--- config.mk ---
export PLATFORM = sky130hd
export DESIGN_NAME = irr_v4_cell
export DESIGN_NICKNAME = d
export VERILOG_FILES = /design/src/rtl/core/irr_pkg.sv /design/src/rtl/core/irr_v4_cell.sv
export SDC_FILE = /design/constraint.sdc
export NUM_CORES = 1
export LEC_CHECK = 0
export ABC_AREA = 1
export BUFFER_PORTS_ARGS = -buffer_cell sky130_fd_sc_hd__buf_2
export CORE_MARGIN = 5
export CORE_UTILIZATION = 30
export CTS_CLUSTER_DIAMETER = 100
export CTS_CLUSTER_SIZE = 14
export DETAILED_ROUTE_END_ITERATION = 8
export GPL_TIMING_DRIVEN = 0
export PLACE_DENSITY = 0.62
export SYNTH_ARGS = -nofsm -noshare
export SYNTH_HDL_FRONTEND = slang
export SYNTH_SLANG_ARGS = --single-unit
--- constraint.sdc ---
create_clock -name clock -period 3.8 [get_ports clock]
set_input_delay 0.57 -clock clock [delete_from_list [all_inputs] [get_ports clock]]
set_output_delay 0.57 -clock clock [all_outputs]
set_load 0.01 [all_outputs]
--- src/rtl/core/irr_pkg.sv ---
`timescale 1ns / 1ps
// Shared types, constants and helpers for the IP range reputation table.
// No dependencies; used by every other file of the block but irr_if.
package irr_pkg;

   localparam int V4_DEPTH    = 1024;
   localparam int V6_DEPTH    = 256;
   localparam int LABEL_COUNT = 256;

   localparam int WALK_W = $clog2((V4_DEPTH > V6_DEPTH) ? V4_DEPTH : V6_DEPTH);

   typedef enum logic [1:0] {
      CMD_INSERT = 2'd0,
      CMD_LOOKUP = 2'd1,
      CMD_CLEAR  = 2'd2
   } cmd_type;

   typedef enum logic [1:0] {
      ST_OK       = 2'd0,
      ST_FULL     = 2'd1,
      ST_REVERSED = 2'd2
   } status_type;

   typedef struct packed {
      logic        valid;
      logic [31:0] start;
      logic [31:0] stop;
      logic        src;
      logic [7:0]  lab;
   } v4_entry_type;

   typedef struct packed {
      logic         valid;
      logic [127:0] start;
      logic [127:0] stop;
      logic         src;
      logic [7:0]   lab;
   } v6_entry_type;

   // broadcast to every cell of a row
   typedef struct packed {
      logic        ins;
      logic        look;
      logic        walk;
      logic        clr;
      logic [31:0] key;
      logic [31:0] stop;
      logic        src;
      logic [7:0]  lab;
   } v4_ctl_type;

   typedef struct packed {
      logic         ins;
      logic         look;
      logic         walk;
      logic         clr;
      logic [127:0] key;
      logic [127:0] stop;
      logic         src;
      logic [7:0]   lab;
   } v6_ctl_type;

   // lookup result travelling down a row
   typedef struct packed {
      logic       hit;
      logic       src;
      logic [7:0] lab;
   } acc_type;

   function automatic logic [7:0] sat_label(input logic [7:0] lab);
      logic [7:0] res;
      res = lab;
      if (32'(lab) >= 32'(LABEL_COUNT)) begin
         res = 8'(LABEL_COUNT - 1);
      end
      return res;
   endfunction

endpackage

--- src/rtl/core/irr_v4_cell.sv ---
`timescale 1ns / 1ps
// One IPv4 table slot: holds an entry, shifts on sorted insert, and passes
// the lookup result chain on to its neighbor. Uses irr_pkg.
module irr_v4_cell (
   input  logic                 clock,
   input  logic                 reset,
   input  irr_pkg::v4_ctl_type  ctl,
   input  irr_pkg::v4_entry_type prev_entry,
   input  logic                 prev_gt,
   input  logic                 next_gt,
   input  irr_pkg::acc_type     prev_acc,
   output irr_pkg::v4_entry_type entry,
   output logic                 gt,
   output irr_pkg::acc_type     acc
);

   logic                  valid_ff;
   irr_pkg::v4_entry_type data_ff;
   irr_pkg::v4_entry_type entry_in;
   irr_pkg::v4_entry_type cur;
   logic                  hit_ff;
   logic                  hit_in;
   irr_pkg::acc_type      acc_ff;
   irr_pkg::acc_type      acc_in;
   irr_pkg::acc_type      own;

   always_comb begin
      cur       = data_ff;
      cur.valid = valid_ff;
   end

   // empty slots sort after everything
   assign gt = !valid_ff || (data_ff.start > ctl.key);

   always_comb begin
      entry_in = cur;
      if (ctl.clr) begin
         entry_in.valid = 1'b0;
      end else if (ctl.ins && gt) begin
         if (prev_gt) begin
            entry_in = prev_entry;
         end else begin
            entry_in.valid = 1'b1;
            entry_in.start = ctl.key;
            entry_in.stop  = ctl.stop;
            entry_in.src   = ctl.src;
            entry_in.lab   = ctl.lab;
         end
      end
   end

   assign hit_in = (!gt && next_gt && (data_ff.stop >= ctl.key));

   always_comb begin
      own = '0;
      if (hit_ff) begin
         own.hit = 1'b1;
         own.src = data_ff.src;
         own.lab = data_ff.lab;
      end
      acc_in = acc_ff;
      if (ctl.look) begin
         acc_in = '0;
      end else if (ctl.walk) begin
         acc_in = prev_acc | own;
      end
   end

   always_ff @(posedge clock) begin
      if (reset) begin
         valid_ff <= 1'b0;
      end else begin
         valid_ff <= entry_in.valid;
      end
   end

   always_ff @(posedge clock) begin
      data_ff <= entry_in;
      acc_ff  <= acc_in;
      if (ctl.look) begin
         hit_ff <= hit_in;
      end
   end

   assign entry = cur;
   assign acc   = acc_ff;

endmodule

==> reports/results.ini, run 1 <==
[pwr]
p_int_mw = 1.81
vdd_ir_drop_max_uv = 198
netSwitchingPower_mw = 0.694
clock_power_share_pct = 37.6
power-per-cell-area_nw_per_um2 = 358
p_leak_nw = 3.57
sw_frac_of_total_pct = 27.7
pwr-share-comb_pct = 18.2
pwr-share-seq_pct = 44.3

[logic_synthesis]
ys.flop_type = edfxtp_1
synth.distinct_cells = 30
synth_cells = 581
yosysWarnings = 0
synth_top_area_share_pct = 43.6
synth_top_area_cell = edfxtp_1
ys_seq_area_share_pct = 47.9
syn_nets = 810
netlist_area_um2 = 5090
synth_area_leaders = edfxtp_1, nand2_1, ha_1
syn_area_per_cell_um2 = 8.77
synth_seq_cells = 85
synth-edff-count = 74
async_flop_share_pct = 0

[placement]
dpl-instance-area_um2 = 6660
io_buffers = 248
hpwl_um = 13400
place_congestion = 0.784
place_inst = 1051

[die]
row_count = 47
dieHeight_um = 140
dieWidth_um = 140
floorplan.initialDensity_pct = 30.6
core_area_um2 = 16600
die_area_um2 = 19700
ios = 250

[routing]
routed_wl_um = 16500
drc = 0
ant_nets = 0
drt_iter0_markers = 168
viasPerCell = 4.50
vias = 4801
detailedRoute.firstPassIterationCount = 4
wire_per_inst_um = 15.5

[layout]
final_util_pct = 42.0
drive_above_1_share_pct = 33.8
design_area_um2 = 6980
final.fill_count = 1731
nNetsFinal = 1071
final_cells = 1068
area_growth_pct = 37.1

[global_routing]
grt_first_pass_wirelength_um = 25600
grt_max_degree = 33
overflow = 0
track_usage_pct = 16.6
grt_pass1_vias = 4876
antenna_found_initial = 3

[sta]
fmax_mhz = 350
grt_setup_unrepaired = no
final-hold-violation-count = 0
setup_viol = 0
max_slew_margin_pct = 42.9
hold_slack_ns = 0.445
min_period_ns = 2.86
slew_violations = 0
period_share_pct = 75.2
worstMarginPinSlew_ns = 0.855
finalClockSkew_ns = 0.00966

[worst_setup_path]
cp-end-kind = flip-flop
path_class = flip-flop to flip-flop
setup.worst_path.start_class = flip-flop
required_ns = 3.83
crit_fanout = 32
cp.arrival_ns = 2.89

[clock_network]
cts.root.buffer_cell = clkbuf_16
clk-insertion-delay-late_ns = 0.34
postCtsSetupBuffers = 0
cts_buffer_depth = 2
htree_levels = 3
cts_sinks = 85
cts_tree = yes
clk_pin_slew_ns = 0.07
cts_resized = 0
cts.hold.buffers_added = 0
cts_buffers = 9

[status]
status = finished clean

[job]
cap_violations = 0

[min_path]
min_path_type = input pin to flip-flop

[per-stage QoR]
step / setup WS, ns / setup TNS (ns) / power, mW
6_report: 0.942 / 0 / 2.50
5_1_grt: 0.643 / 0 / 2.65
4_1_cts: 0.871 / 0 / 2.55
3_5_place_dp: 0.562 / 0 / 1.59
3_3_place_gp: -0.196 / -13.99 / 1.57
2_1_floorplan: 0.703 / 0 / 1.37
[layout by cell type, fill, tap and decap left out, types with 2 or more instances in the layout]
cell type,netlist,final
o21ai_0,49,49
nand2_2,2,2
nand2_1,220,220
o21a_1,3,3
clkbuf_16,0,11
a31oi_1,9,9
nand3_1,3,3
clkbuf_1,12,12
inv_2,2,2
inv_6,0,2
nor2_4,1,2
nand4_1,5,5
a21oi_1,32,32
nor2_2,4,3
buf_2,6,254
ha_1,64,64
dfxtp_1,11,11
inv_1,55,55
edfxtp_1,74,74
clkinv_1,2,2
nor2_1,16,16
[final timing paths]
kind	from	endpoint	slack, ns	cells past startpoint
max	entry[72]	entry[71]	0.94	12
min	ctl[75]	hit_ff	0.45	1
max reg2reg	entry[72]	entry[71]	0.94	12
min reg2reg	acc[6]	acc[6]	0.53	2
[registers in the layout (all words and copies together), names as in the netlist]
| signal | flops |
|---|---|
| entry | 73 |
| acc | 10 |
| hit_ff | 1 |
| valid_ff | 1 |
[logic make-up (layout without fill, tap and decap cells)]
logic type               after synthesis  in the layout  share of synthesized area, %
AND/OR/NAND/NOR                      257            257                          20.3
adder cells (fa/ha/maj)               64             64                          15.7
buffers and inverters                 78            344                          5.97
flip-flops                            85             85                          47.9
AO/OA/AOI/OAI                         97             97                          10.0
other                                  0              1                             0
[critical path: stages (launching register included)]
cell and delay, ns:
edfxtp_1 0.40, ha_1 0.31, nand2_1 0.08, nor2_2 0.12, nand2_1 0.12, nor2_2 0.17
nand2_1 0.06, nand2_1 0.06, nand2_2 0.07, nand2_4 0.08, nand2_1 0.09, nor2_4 0.66
buf_12 0.30
[cell type report]
type	instances	area [um^2]	share of cell area, %
tap	220	275	3.94
clock inverter	5	42.5	0.609
antenna	1	2.50	0.0358
buffer	19	82.6	1.18
inverter	59	221	3.17
timing repair buffer	250	1290	18.5
multi-input combinational	418	2350	33.7
sequential	85	2440	35.0
clock buffer	11	275	3.94
[layer usage]
metal | routed length, um | track usage (%) | vias to the layer above
met2 | 7780 | 28.1 | 178
met1 | 7040 | 20.5 | 2128
met4 | 264 | 4.90 | 4
li1 | - | - | 2470
met5 | 24 | 0 | -
met3 | 1400 | 4.91 | 21
[synthesized netlist by cell type (all sizes together), types with 3 or more instances]
library cell	number
buf	7
o21a	3
clkbuf	12
o21ai	50
dfxtp	11
a31oi	9
edfxtp	74
ha	64
a21oi	32
nor2	21
nand2	223
nand3	4
nand4	6
inv	57
[power groups by stage]
stage	clock network, mW	logic (mW)	registers [mW]
2_1_floorplan	0	0.219	1.15
3_3_place_gp	0	0.446	1.13
3_5_place_dp	0	0.460	1.13
4_1_cts	0.979	0.463	1.11
5_1_grt	1.01	0.524	1.11
6_report	0.939	0.454	1.11
Power figures use the tool's default switching activity.
==> inputs of run 2 (changes only) <==
==> constraint.sdc (replaced) <==
create_clock -name clock -period 2.6 [get_ports clock]
set_input_delay 0.39 -clock clock [delete_from_list [all_inputs] [get_ports clock]]
set_output_delay 0.39 -clock clock [all_outputs]
set_load 0.01 [all_outputs]
==> run 2 against run 1 <==
Net effect:
- total power rose by 43%
- first-iteration DRC count fell by 21%
- utilization rose by 0.15 points
- fmax rose by 19%
- clock skew fell by 0.0020 ns
- clock power rose by 36%
- largest cell class unchanged
- clock-buffer cell count fell by 1
- critical endpoint is now entry[8]
- sequential share of layout area fell by 0.12 points
- via count rose by 0.21%
==> reports/results.ini, run 2 (synthesis results as in run 1) <==
[status]
status = finished clean

[global_routing]
grt_pass1_vias = 4867
grt_max_degree = 27
overflow = 0
grt_first_pass_wirelength_um = 25400
antenna_found_initial = 2
track_usage_pct = 16.4

[sta]
slew_violations = 0
grt_setup_unrepaired = no
layout_setup_ws_ns = 0.199
finalClockSkew_ns = 0.00769
min_period_ns = 2.40
final-hold-violation-count = 0
worstMarginPinSlew_ns = 0.530
setup_viol = 0
max_slew_margin_pct = 64.7
fmax_mhz = 417
period_share_pct = 92.3

[routing]
ant_nets = 0
detailedRoute.firstPassIterationCount = 6
vias = 4811
drt_iter0_markers = 133
wire_per_inst_um = 15.2
viasPerCell = 4.50
drc = 0
routed_wl_um = 16300

[pwr]
pwr-share-seq_pct = 45.3
p_leak_nw = 3.58
clock_power_share_pct = 35.9
vdd_ir_drop_max_uv = 282
power-per-cell-area_nw_per_um2 = 510
sw_frac_of_total_pct = 27.0
p_int_mw = 2.61
netSwitchingPower_mw = 0.964
pwr-share-comb_pct = 18.8

[clock_network]
clk_pin_slew_ns = 0.06
cts_sinks = 85
htree_levels = 3
clk-insertion-delay-late_ns = 0.34
cts_tree = yes
cts_buffer_depth = 2
cts.root.buffer_cell = clkbuf_16
cts.hold.buffers_added = 0
cts_buffers = 9

[worst_setup_path]
path_class = flip-flop to flip-flop
cp-end-kind = flip-flop
r2r_cells = 14
required_ns = 2.64
cp.arrival_ns = 2.44
crit_fanout = 26
setup.worst_path.start_class = flip-flop
startpoint = entry[56]
r2r-start = entry[56]

[placement]
io_buffers = 248
hpwl_um = 13300
place_congestion = 0.784
post-place-ws_ns = -0.329

[layout]
drive_above_1_share_pct = 34.4
mostFrequentLayoutCells = buf_2, nand2_1, edfxtp_1
final_common_cell = buf_2
nNetsFinal = 1074
area_growth_pct = 37.6
largest_reg_flops = 73
final_util_pct = 42.1
antennaDiodeCount = 0

[die]
ios = 250
dieHeight_um = 140
floorplan.initialDensity_pct = 30.6
row_count = 47
dieWidth_um = 140
die_area_um2 = 19700
core_area_um2 = 16600

[min_path]
min_path_type = input pin to flip-flop
hold-path-cell-count = 1
holdCritStartpoint = ctl[75]

[job]
cap_violations = 0

## run 2: path summary, 6_finish.rpt
check        slack (ns)        to
min                0.28    hit_ff
max                0.20  entry[8]
max reg2reg        0.20  entry[8]
min reg2reg        0.53    acc[2]
## run 2: critical path, stage by stage, from the launching register on
cell      delay (ns)
edfxtp_1        0.38
ha_1            0.31
nand2_1         0.08
nor2_2          0.15
nand2_1         0.12
clkinv_1        0.06
nand2_1         0.04
nand2_1         0.07
nand2_1         0.05
nand2_1         0.07
nand2_2         0.08
nand2_4         0.08
nand2_2         0.10
nor2_4          0.26
buf_12          0.23
## run 2: routing by layer
layer | share of wire, % | vias to the layer above | global-route usage [%]
li1 | - | 2477 | -
met1 | 43 | 2162 | 20.4
met2 | 48 | 155 | 27.9
met3 | 8.1 | 13 | 5.35
met4 | 0.80 | 4 | 3.42
met5 | 0.17 | - | 0
## run 2: through the flow
step           TNS [ns]  cell area (um^2)  cells  total power, mW  hold slack [ns]
3_5_place_dp     -18.96              6690   1051             2.33            0.519
6_report              0              7010   1070             3.58            0.279
3_3_place_gp     -84.95              6650   1049             2.31            0.509
4_1_cts               0              7000   1070             3.63            0.262
2_1_floorplan    -21.60              5130    581             2.00            0.502
5_1_grt               0              7010   1070             3.79            0.265
## run 2: power groups by stage
stage | Sequential (mW) | Clock [mW] | Combinational [mW]
final | 1.62 | 1.28 | 0.672
after global routing | 1.63 | 1.39 | 0.776
after CTS | 1.62 | 1.33 | 0.686
after detailed placement | 1.65 | 0 | 0.678
after global placement | 1.65 | 0 | 0.655
after floorplan | 1.68 | 0 | 0.325
## run 2: what timing repair did
action,CTS,global route
pin swaps,1,0
endpoints found under the setup margin,52,12
gates cloned,1,0
buffers inserted,2,0
endpoints found under the hold margin,0,0
gates resized for setup,0,2
## run 2: final cells by class
| type | instances | area [um^2] |
|---|---|---|
| inverter | 59 | 221 |
| fill | 1701 | 9630 |
| tap | 220 | 275 |
| timing repair buffer | 252 | 1300 |
| sequential | 85 | 2440 |
| buffer | 19 | 82.6 |
| clock inverter | 6 | 61.3 |
| clock buffer | 10 | 229 |
| multi-input combinational | 419 | 2400 |
