## src/rtl/core/irr_pkg.sv

```systemverilog
`timescale 1ns / 1ps
// Shared types, constants and helpers for the IP range reputation table.
// No dependencies; used by every other file of the block but irr_if.
package irr_pkg;

   localparam int V4_DEPTH    = 1024;
   localparam int V6_DEPTH    = 256;
   localparam int LABEL_COUNT = 256;

   localparam int WALK_W = $clog2((V4_DEPTH > V6_DEPTH) ? V4_DEPTH : V6_DEPTH);

   typedef enum logic [1:0] {
      CMD_INSERT = 2'd0,
      CMD_LOOKUP = 2'd1,
      CMD_CLEAR  = 2'd2
   } cmd_type;

   typedef enum logic [1:0] {
      ST_OK       = 2'd0,
      ST_FULL     = 2'd1,
      ST_REVERSED = 2'd2
   } status_type;

   typedef struct packed {
      logic        valid;
      logic [31:0] start;
      logic [31:0] stop;
      logic        src;
      logic [7:0]  lab;
   } v4_entry_type;

   typedef struct packed {
      logic         valid;
      logic [127:0] start;
      logic [127:0] stop;
      logic         src;
      logic [7:0]   lab;
   } v6_entry_type;

   // broadcast to every cell of a row
   typedef struct packed {
      logic        ins;
      logic        look;
      logic        walk;
      logic        clr;
      logic [31:0] key;
      logic [31:0] stop;
      logic        src;
      logic [7:0]  lab;
   } v4_ctl_type;

   typedef struct packed {
      logic         ins;
      logic         look;
      logic         walk;
      logic         clr;
      logic [127:0] key;
      logic [127:0] stop;
      logic         src;
      logic [7:0]   lab;
   } v6_ctl_type;

   // lookup result travelling down a row
   typedef struct packed {
      logic       hit;
      logic       src;
      logic [7:0] lab;
   } acc_type;

   function automatic logic [7:0] sat_label(input logic [7:0] lab);
      logic [7:0] res;
      res = lab;
      if (32'(lab) >= 32'(LABEL_COUNT)) begin
         res = 8'(LABEL_COUNT - 1);
      end
      return res;
   endfunction

endpackage

```

## src/rtl/core/irr_v6_cell.sv

```systemverilog
`timescale 1ns / 1ps
// One IPv6 table slot: holds an entry, shifts on sorted insert, and passes
// the lookup result chain on to its neighbor. Uses irr_pkg.
module irr_v6_cell (
   input  logic                 clock,
   input  logic                 reset,
   input  irr_pkg::v6_ctl_type  ctl,
   input  irr_pkg::v6_entry_type prev_entry,
   input  logic                 prev_gt,
   input  logic                 next_gt,
   input  irr_pkg::acc_type     prev_acc,
   output irr_pkg::v6_entry_type entry,
   output logic                 gt,
   output irr_pkg::acc_type     acc
);

   logic                  valid_ff;
   irr_pkg::v6_entry_type data_ff;
   irr_pkg::v6_entry_type entry_in;
   irr_pkg::v6_entry_type cur;
   logic                  hit_ff;
   logic                  hit_in;
   irr_pkg::acc_type      acc_ff;
   irr_pkg::acc_type      acc_in;
   irr_pkg::acc_type      own;

   always_comb begin
      cur       = data_ff;
      cur.valid = valid_ff;
   end

   assign gt = !valid_ff || (data_ff.start > ctl.key);

   always_comb begin
      entry_in = cur;
      if (ctl.clr) begin
         entry_in.valid = 1'b0;
      end else if (ctl.ins && gt) begin
         if (prev_gt) begin
            entry_in = prev_entry;
         end else begin
            entry_in.valid = 1'b1;
            entry_in.start = ctl.key;
            entry_in.stop  = ctl.stop;
            entry_in.src   = ctl.src;
            entry_in.lab   = ctl.lab;
         end
      end
   end

   assign hit_in = (!gt && next_gt && (data_ff.stop >= ctl.key));

   always_comb begin
      own = '0;
      if (hit_ff) begin
         own.hit = 1'b1;
         own.src = data_ff.src;
         own.lab = data_ff.lab;
      end
      acc_in = acc_ff;
      if (ctl.look) begin
         acc_in = '0;
      end else if (ctl.walk) begin
         acc_in = prev_acc | own;
      end
   end

   always_ff @(posedge clock) begin
      if (reset) begin
         valid_ff <= 1'b0;
      end else begin
         valid_ff <= entry_in.valid;
      end
   end

   always_ff @(posedge clock) begin
      data_ff <= entry_in;
      acc_ff  <= acc_in;
      if (ctl.look) begin
         hit_ff <= hit_in;
      end
   end

   assign entry = cur;
   assign acc   = acc_ff;

endmodule

```

## config.mk

```make
export PLATFORM = sky130hd
export DESIGN_NAME = irr_v6_cell
export DESIGN_NICKNAME = d
export VERILOG_FILES = /design/src/rtl/core/irr_pkg.sv /design/src/rtl/core/irr_v6_cell.sv
export SDC_FILE = /design/constraint.sdc
export NUM_CORES = 1
export LEC_CHECK = 0
export BUFFER_PORTS_ARGS = -buffer_cell sky130_fd_sc_hd__buf_2
export CAP_MARGIN = 10
export CORE_AREA = 2 2 325 327
export CTS_CLUSTER_SIZE = 20
export DETAILED_ROUTE_END_ITERATION = 8
export DIE_AREA = 0 0 327 329
export PLACE_DENSITY = 0.42
export SLEW_MARGIN = 5
export SYNTH_ARGS = -nofsm -noshare
export SYNTH_HDL_FRONTEND = slang
export SYNTH_SLANG_ARGS = --single-unit
```

## constraint.sdc

```tcl
create_clock -name clock -period 9.8 [get_ports clock]
set_input_delay 1.96 -clock clock [delete_from_list [all_inputs] [get_ports clock]]
set_output_delay 1.96 -clock clock [all_outputs]
set_load 0.02 [all_outputs]
```

==> results of run 1 <==
-- cells by family after synthesis --
kind of cell,after synthesis,share of synthesized area [%]
flops,277,47.6
compound gates,365,12.1
mux,138,9.01
simple gates,322,8.67
buf+inv,185,4.05
fa+ha+maj,256,18.6
-- cell type report --
class                           count  share of cell area [%]
Tap cell                         1391                    7.14
Clock inverter                     12                   0.760
Timing Repair Buffer              832                    17.4
Inverter                          136                    2.10
Clock buffer                       57                    4.62
Multi-Input combinational cell   1081                    34.3
Sequential cell                   277                    33.7
Antenna cell                        2                  0.0205
-- per-layer routing --
metal | vias to the layer above | track usage (%)
met1 | 7042 | 15.3
met4 | 6 | 3.76
met2 | 529 | 24.6
li1 | 7410 | -
met3 | 79 | 3.39
met5 | - | 0
-- tightest hold or removal path, stage by stage, from the launching register on --
cell and delay, ns:
dfxtp_1 0.31, nor2_1 0.08, a211oi_1 0.05
-- power breakdown --
part	internal (mW)	switching, mW
Combinational	0.273	0.389
Clock	0.923	0.571
Sequential	1.38	0.0457
-- through the flow --
step | total power, mW | instances | cell area [µm²] | hold slack (ns)
2_1_floorplan | 1.81 | 1543 | 17300 | 0.557
3_3_place_gp | 2.13 | 3716 | 23000 | 0.475
6_report | 3.59 | 3788 | 24400 | 0.483
4_1_cts | 3.66 | 3786 | 24400 | 0.483
5_1_grt | 3.76 | 3787 | 24400 | 0.507
3_5_place_dp | 2.13 | 3717 | 23000 | 0.474
-- cells in the final DEF, fill, tap and decap left out, types with 5 or more instances in the layout --
| master | n |
|---|---|
| o211ai_1 | 11 |
| bufinv_16 | 5 |
| edfxtp_1 | 266 |
| ha_1 | 256 |
| mux2_2 | 138 |
| dfxtp_1 | 11 |
| nor4_1 | 10 |
| clkbuf_1 | 12 |
| clkbuf_16 | 41 |
| nand3_1 | 13 |
| and3_1 | 5 |
| nand4_1 | 51 |
| a21oi_1 | 93 |
| o21ai_0 | 178 |
| a211oi_1 | 20 |
| and4_1 | 5 |
| buf_2 | 825 |
| nand2_1 | 170 |
| a21o_1 | 33 |
| nor2_1 | 46 |
| inv_1 | 136 |
-- registers in the layout, summed over array words and instances, names as in the netlist --
name and count:
valid_ff 1, entry 265, acc 10, hit_ff 1
-- worst min-delay path by stage --
stage            from  endpoint  cells past startpoint
6_report       acc[2]    acc[2]                      2
3_3_place_gp   acc[1]    acc[1]                      2
5_1_grt        acc[6]    acc[6]                      2
2_1_floorplan  acc[0]    acc[0]                      2
3_5_place_dp   acc[2]    acc[2]                      2
4_1_cts        acc[2]    acc[2]                      2
==> run metrics, run 1 <==
run status=finished, final reports clean; RSZ-0062 raised after global routing=no; total number of H-tree levels=2; worst voltage drop across the vdd grid=roughly 0.10 mV; antenna violations before repair=10; Synth Flop Type=edfxtp_1; Max Cap Viol=0; worst flop-to-flop path endpoint=entry[90]; layout cell share with drive strength beyond 1=a little over two fifths; core occupancy in the finished layout=a little under a quarter; number of synthesized flops with an enable pin=between 200 and 300; wire length per cell after detailed routing=19.9 µm; mean cell area of the mapped netlist=11.2 µm²; max-slew violation count=0; Critical Path Fanout Max=4; number of violations reported at the end of detailed-routing iteration 0=680; height of the die=329 µm; Final setup viols=0; post-placement worst setup slack=2.87 ns; number of I/O port buffers=about 830; number of CTS-inserted buffers=38; Skew-Pair Late Insertion Delay=between 0.5 and 0.6 ns; minimum setup slack among reg-to-reg paths=5.23 ns; startpoint of the lowest-slack register-to-register path=entry[184]; footprint of the flip-flops and latches=8210 µm²; cell taking the most area after synthesis=edfxtp_1; clock sink count=277; largest incremental delay on the critical path=0.48 ns; distinct cell type count of the synthesized netlist=52; FILL cells=11.4k; Worst-Margin Slew=1.03 ns; number of setup buffers added after CTS=0; area occupied by multi-input gates=8350 µm²; worst-case clock buffer depth=3; synthesized netlist cell count=1543; sum of met3 wire segment lengths after detailed routing=4.83 mm; Worst Setup Path Type=in2out; most used standard cells in the synthesized netlist=266 x edfxtp_1, 256 x ha_1, 178 x o21ai_0; Antenna Nets Post-Route=0; area grow syn2layout=41.2%; final clock skew=0.0214 ns; post-route DRC violation count=0; number of I/O pins=826; total core area=104000 µm²; vias after detailed routing=15.1k; vias in the first global route=~15k; share of the synthesized area in the top cell type=46.3%; Post-Syn Nets=2348; buffer cell driving the clock tree root=clkbuf_16; highest routed metal layer=met5; element type at the critical path start=primary input; Final Cycle Share=67.1%; Syn Std Cell Area=roughly 17000 µm²; horizontal die dimension=roughly 330 µm; total global-route track usage=13.4%; detailed-route wire length=75.6 mm; CP required=7.84 ns; final number of hold-violating endpoints=0; Starting Density=16.5%; post-route worst setup slack=3.23 ns; worst setup path startpoint=ctl[232]; via density per instance=around 4.0; clock tree from TritonCTS=yes; die area=about 110000 µm²; Syn. warnings=0; achievable clock frequency=152 MHz; count of standard-cell rows=119; GP Congestion=0.806; share of synthesized area occupied by flip-flops and latches=47.6%; CP bufs+invs=4; capturing element type of the critical path=output pin; delay-heaviest family, CP=compound AO/OA/AOI/OAI gates; critical path, cell by cell=buf_2 > inv_1 > ha_1 > a21oi_1 > o211ai_1 > a21oi_1 > o21ai_0 > a31oi_1 > nand3_1 > o2bb2ai_2 > buf_4 > buf_2; met2 routed WL=~39 mm; first drt pass iteration count=5; stages on the worst setup path=12; share of async-settable or async-resettable flops after synthesis=0%; timing endpoint of the critical path=gt; P per Cell Area=147 nW/µm²; total congestion overflow after global routing=0; synthesized flop and latch total=277; routed metal-1 wirelength=30.1 mm; setup TNS=0 ns; pin count of the biggest net entering global routing=151; logic depth of the worst register-to-register path=10; top cells by area in the synthesized netlist=edfxtp_1 46%, ha_1 19%, mux2_2 9.0%, o21ai_0 5.2%, nand2_1 3.7%; worst hold path class=reg2reg; total of hold buffers inserted after clock tree synthesis=0; Critical Path Slowest Stage Cell=a21oi_1; post-cts sizing count=0; nets@finish=3171; half-perimeter wire length after detailed placement=62.9 mm; worst slew margin relative to its limit=29.3%; most frequent cell after synthesis=edfxtp_1; final worst path period need=6.57 ns; first-pass GRT wire length=between 100 and 150 mm; Leak Pwr=11.1 nW; CP arrival=4.61 ns; clock-pin slew on the worst setup and hold paths=0.06 ns
Note: power is estimated with default switching activity, not from simulation.
==> run 2, diff against run 1 <==
--- a/config.mk
+++ b/config.mk
@@ -7,10 +7,10 @@
 export LEC_CHECK = 0
 export BUFFER_PORTS_ARGS = -buffer_cell sky130_fd_sc_hd__buf_2
 export CAP_MARGIN = 10
-export CORE_AREA = 2 2 325 327
+export CORE_AREA = 2 2 317 319
 export CTS_CLUSTER_SIZE = 20
 export DETAILED_ROUTE_END_ITERATION = 8
-export DIE_AREA = 0 0 327 329
+export DIE_AREA = 0 0 319 321
 export PLACE_DENSITY = 0.42
 export SLEW_MARGIN = 5
 export SYNTH_ARGS = -nofsm -noshare
==> constraint.sdc (replaced) <==
create_clock -name clock -period 6.08 [get_ports clock]
set_input_delay 1.216 -clock clock [delete_from_list [all_inputs] [get_ports clock]]
set_output_delay 1.216 -clock clock [all_outputs]
set_load 0.02 [all_outputs]
==> run metrics, run 2 (synthesis gave the netlist of run 1 again) <==
run status=finished, final reports clean; flip-flop count of the largest register, all copies and words added=265; Leak Pwr=between 10 and 15 nW; max-slew violation count=0; antenna violations before repair=8; Worst Hold Margin=between 0.4 and 0.5 ns; RSZ-0062 raised after global routing=no; most frequent cells in the layout=824 x buf_2, 266 x edfxtp_1, 256 x ha_1; GP Congestion=0.841; achievable clock frequency=206 MHz; FILL cells=10.9k; element type at the critical path start=primary input; Final setup viols=0; number of I/O pins=approximately 830; vias in the first global route=15.5k; CP arrival=3.64 ns; CP bufs+invs=3; post-route DRC violation count=0; number of CTS-inserted buffers=39; vias after detailed routing=15.2k; Max Cap Viol=0; worst-case clock buffer depth=3; half-perimeter wire length after detailed placement=66.0 mm; total number of H-tree levels=2; final clock skew=0.0227 ns; clock-pin slew on the worst setup and hold paths=approximately 0.060 ns; layout cell share with drive strength beyond 1=43.5%; total congestion overflow after global routing=0; share of total power in the clock network=40.6%; via density per instance=4.10; worst setup path startpoint=ctl[261]; critical path, cell by cell=buf_2 > inv_1 > ha_1 > nand4_1 > nor4_4 > and4_1 > and3_1 > nand2_1 > o2bb2ai_2 > buf_2; number of I/O port buffers=825; most frequent CP cell=buf_2; Min-Delay Startpoint=acc[9]; total of hold buffers inserted after clock tree synthesis=0; Worst Setup Path Type=in2out; switching power summed over all nets=1.66 mW; total global-route track usage=around 15%; first-pass GRT wire length=108 mm; Placed Cells=3639; CP required=between 4 and 5 ns; delay-heaviest family, CP=simple AND/OR/NAND/NOR gates; Skew-Pair Late Insertion Delay=0.58 ns; Combinational Power Share=18.8%; clock tree from TritonCTS=yes; startpoint of the lowest-slack register-to-register path=entry[260]; area grow syn2layout=40.9%; count of standard-cell rows=116; capturing element type of the critical path=output pin; clock sink count=between 200 and 300; Critical Path Fanout Max=4; Antenna Nets Post-Route=0; nets@finish=roughly 3.2k; horizontal die dimension=319 µm; footprint of the flip-flops and latches=8210 µm²; Final Cycle Share=between 70 and 80%; worst slew margin relative to its limit=24.8%; number of setup buffers added after CTS=0; number of violations reported at the end of detailed-routing iteration 0=750; Worst-Margin Slew=between 1 and 1.5 ns; largest incremental delay on the critical path=0.39 ns; count of non-filler cells in the finished layout=between 3k and 4k; total core area=99300 µm²; pin count of the biggest net entering global routing=113; buffer cell driving the clock tree root=clkbuf_16; post-cts sizing count=0; most frequent standard cell in the layout excluding fill and tap cells=buf_2; switching part of the total=29.1%; final number of hold-violating endpoints=0; worst voltage drop across the vdd grid=0.143 mV; detailed-route wire length=about 78 mm; worst hold path class=reg2reg; final worst path period need=4.85 ns; area occupied by multi-input gates=roughly 8300 µm²; part of the power in registers=40.6%; P per Cell Area=234 nW/µm²; Starting Density=between 15 and 20%; wire length per cell after detailed routing=21.0 µm; Critical Path Slowest Stage Cell=and4_1; setup TNS=0 ns; die area=102000 µm²; height of the die=321 µm; first drt pass iteration count=7; internal power=4.04 mW
==> run 2: cell types whose count changed in the layout (fill, tap and decap cells not counted), moves of 2 or more <==
cell       delta
clkbuf_1      -6
diode_2       +2
clkbuf_8      -3
clkinv_2      +5
clkinv_1      +4
bufinv_16     -2
buf_4        +15
==> run 2: cell type report <==
type	instances	area share (%)
flip-flops and latches	277	33.8
clock buffers	48	4.37
inverters	136	2.10
clock inverters	20	0.716
repair buffers	847	18.0
well taps	1298	6.68
multi-input cells	1081	34.3
diodes	4	0.0412
==> run 2: layer usage <==
layer  global-route usage [%]  vias up  part of all wire [%]
li1                         -     7458                     -
met1                     17.4     7121                    41
met2                     25.7      544                    49
met3                     3.68      102                   6.9
met4                     4.87        4                   2.9
met5                        0        -                 0.035
==> run 2: worst register-to-register path, cell delays in order, from the launching register on <==
cell	delay [ns]
edfxtp_1	0.46
ha_1	0.36
nand2_1	0.14
nor4_4	0.37
and4_1	0.39
and3_1	0.33
nand2_1	0.10
o2bb2ai_2	0.33
and3b_4	0.53
buf_4	0.45
==> run 2: power by group through the flow <==
stage | sequential (mW) | combinational, mW | clock [mW]
CTS | 2.31 | 1.09 | 2.39
global route | 2.32 | 1.20 | 2.45
finish | 2.31 | 1.07 | 2.31
global placement | 2.35 | 1.09 | 0
floorplan | 2.44 | 0.469 | 0
detailed placement | 2.35 | 1.09 | 0
==> run 2: metrics by stage <==
| step | worst slack (ns) | area, µm² | util, % | total power [mW] |
|---|---|---|---|---|
| final | 1.23 | 24300 | 24.5 | 5.69 |
| after global routing | 0.847 | 24300 | 24.5 | 5.97 |
| after CTS | 0.963 | 24300 | 24.5 | 5.80 |
| after detailed placement | 0.978 | 23100 | 23.2 | 3.44 |
| after global placement | 0.970 | 23100 | 23.2 | 3.44 |
| after floorplan | 0.528 | 17300 | - | 2.90 |
==> run 2: final timing paths <==
path               endpoint  slack (ns)  cells past startpoint
setup / recovery         gt        1.23                     10
hold / removal       acc[9]        0.49                      2
setup reg to reg  entry[91]        2.24                      9
hold reg to reg      acc[9]        0.49                      2
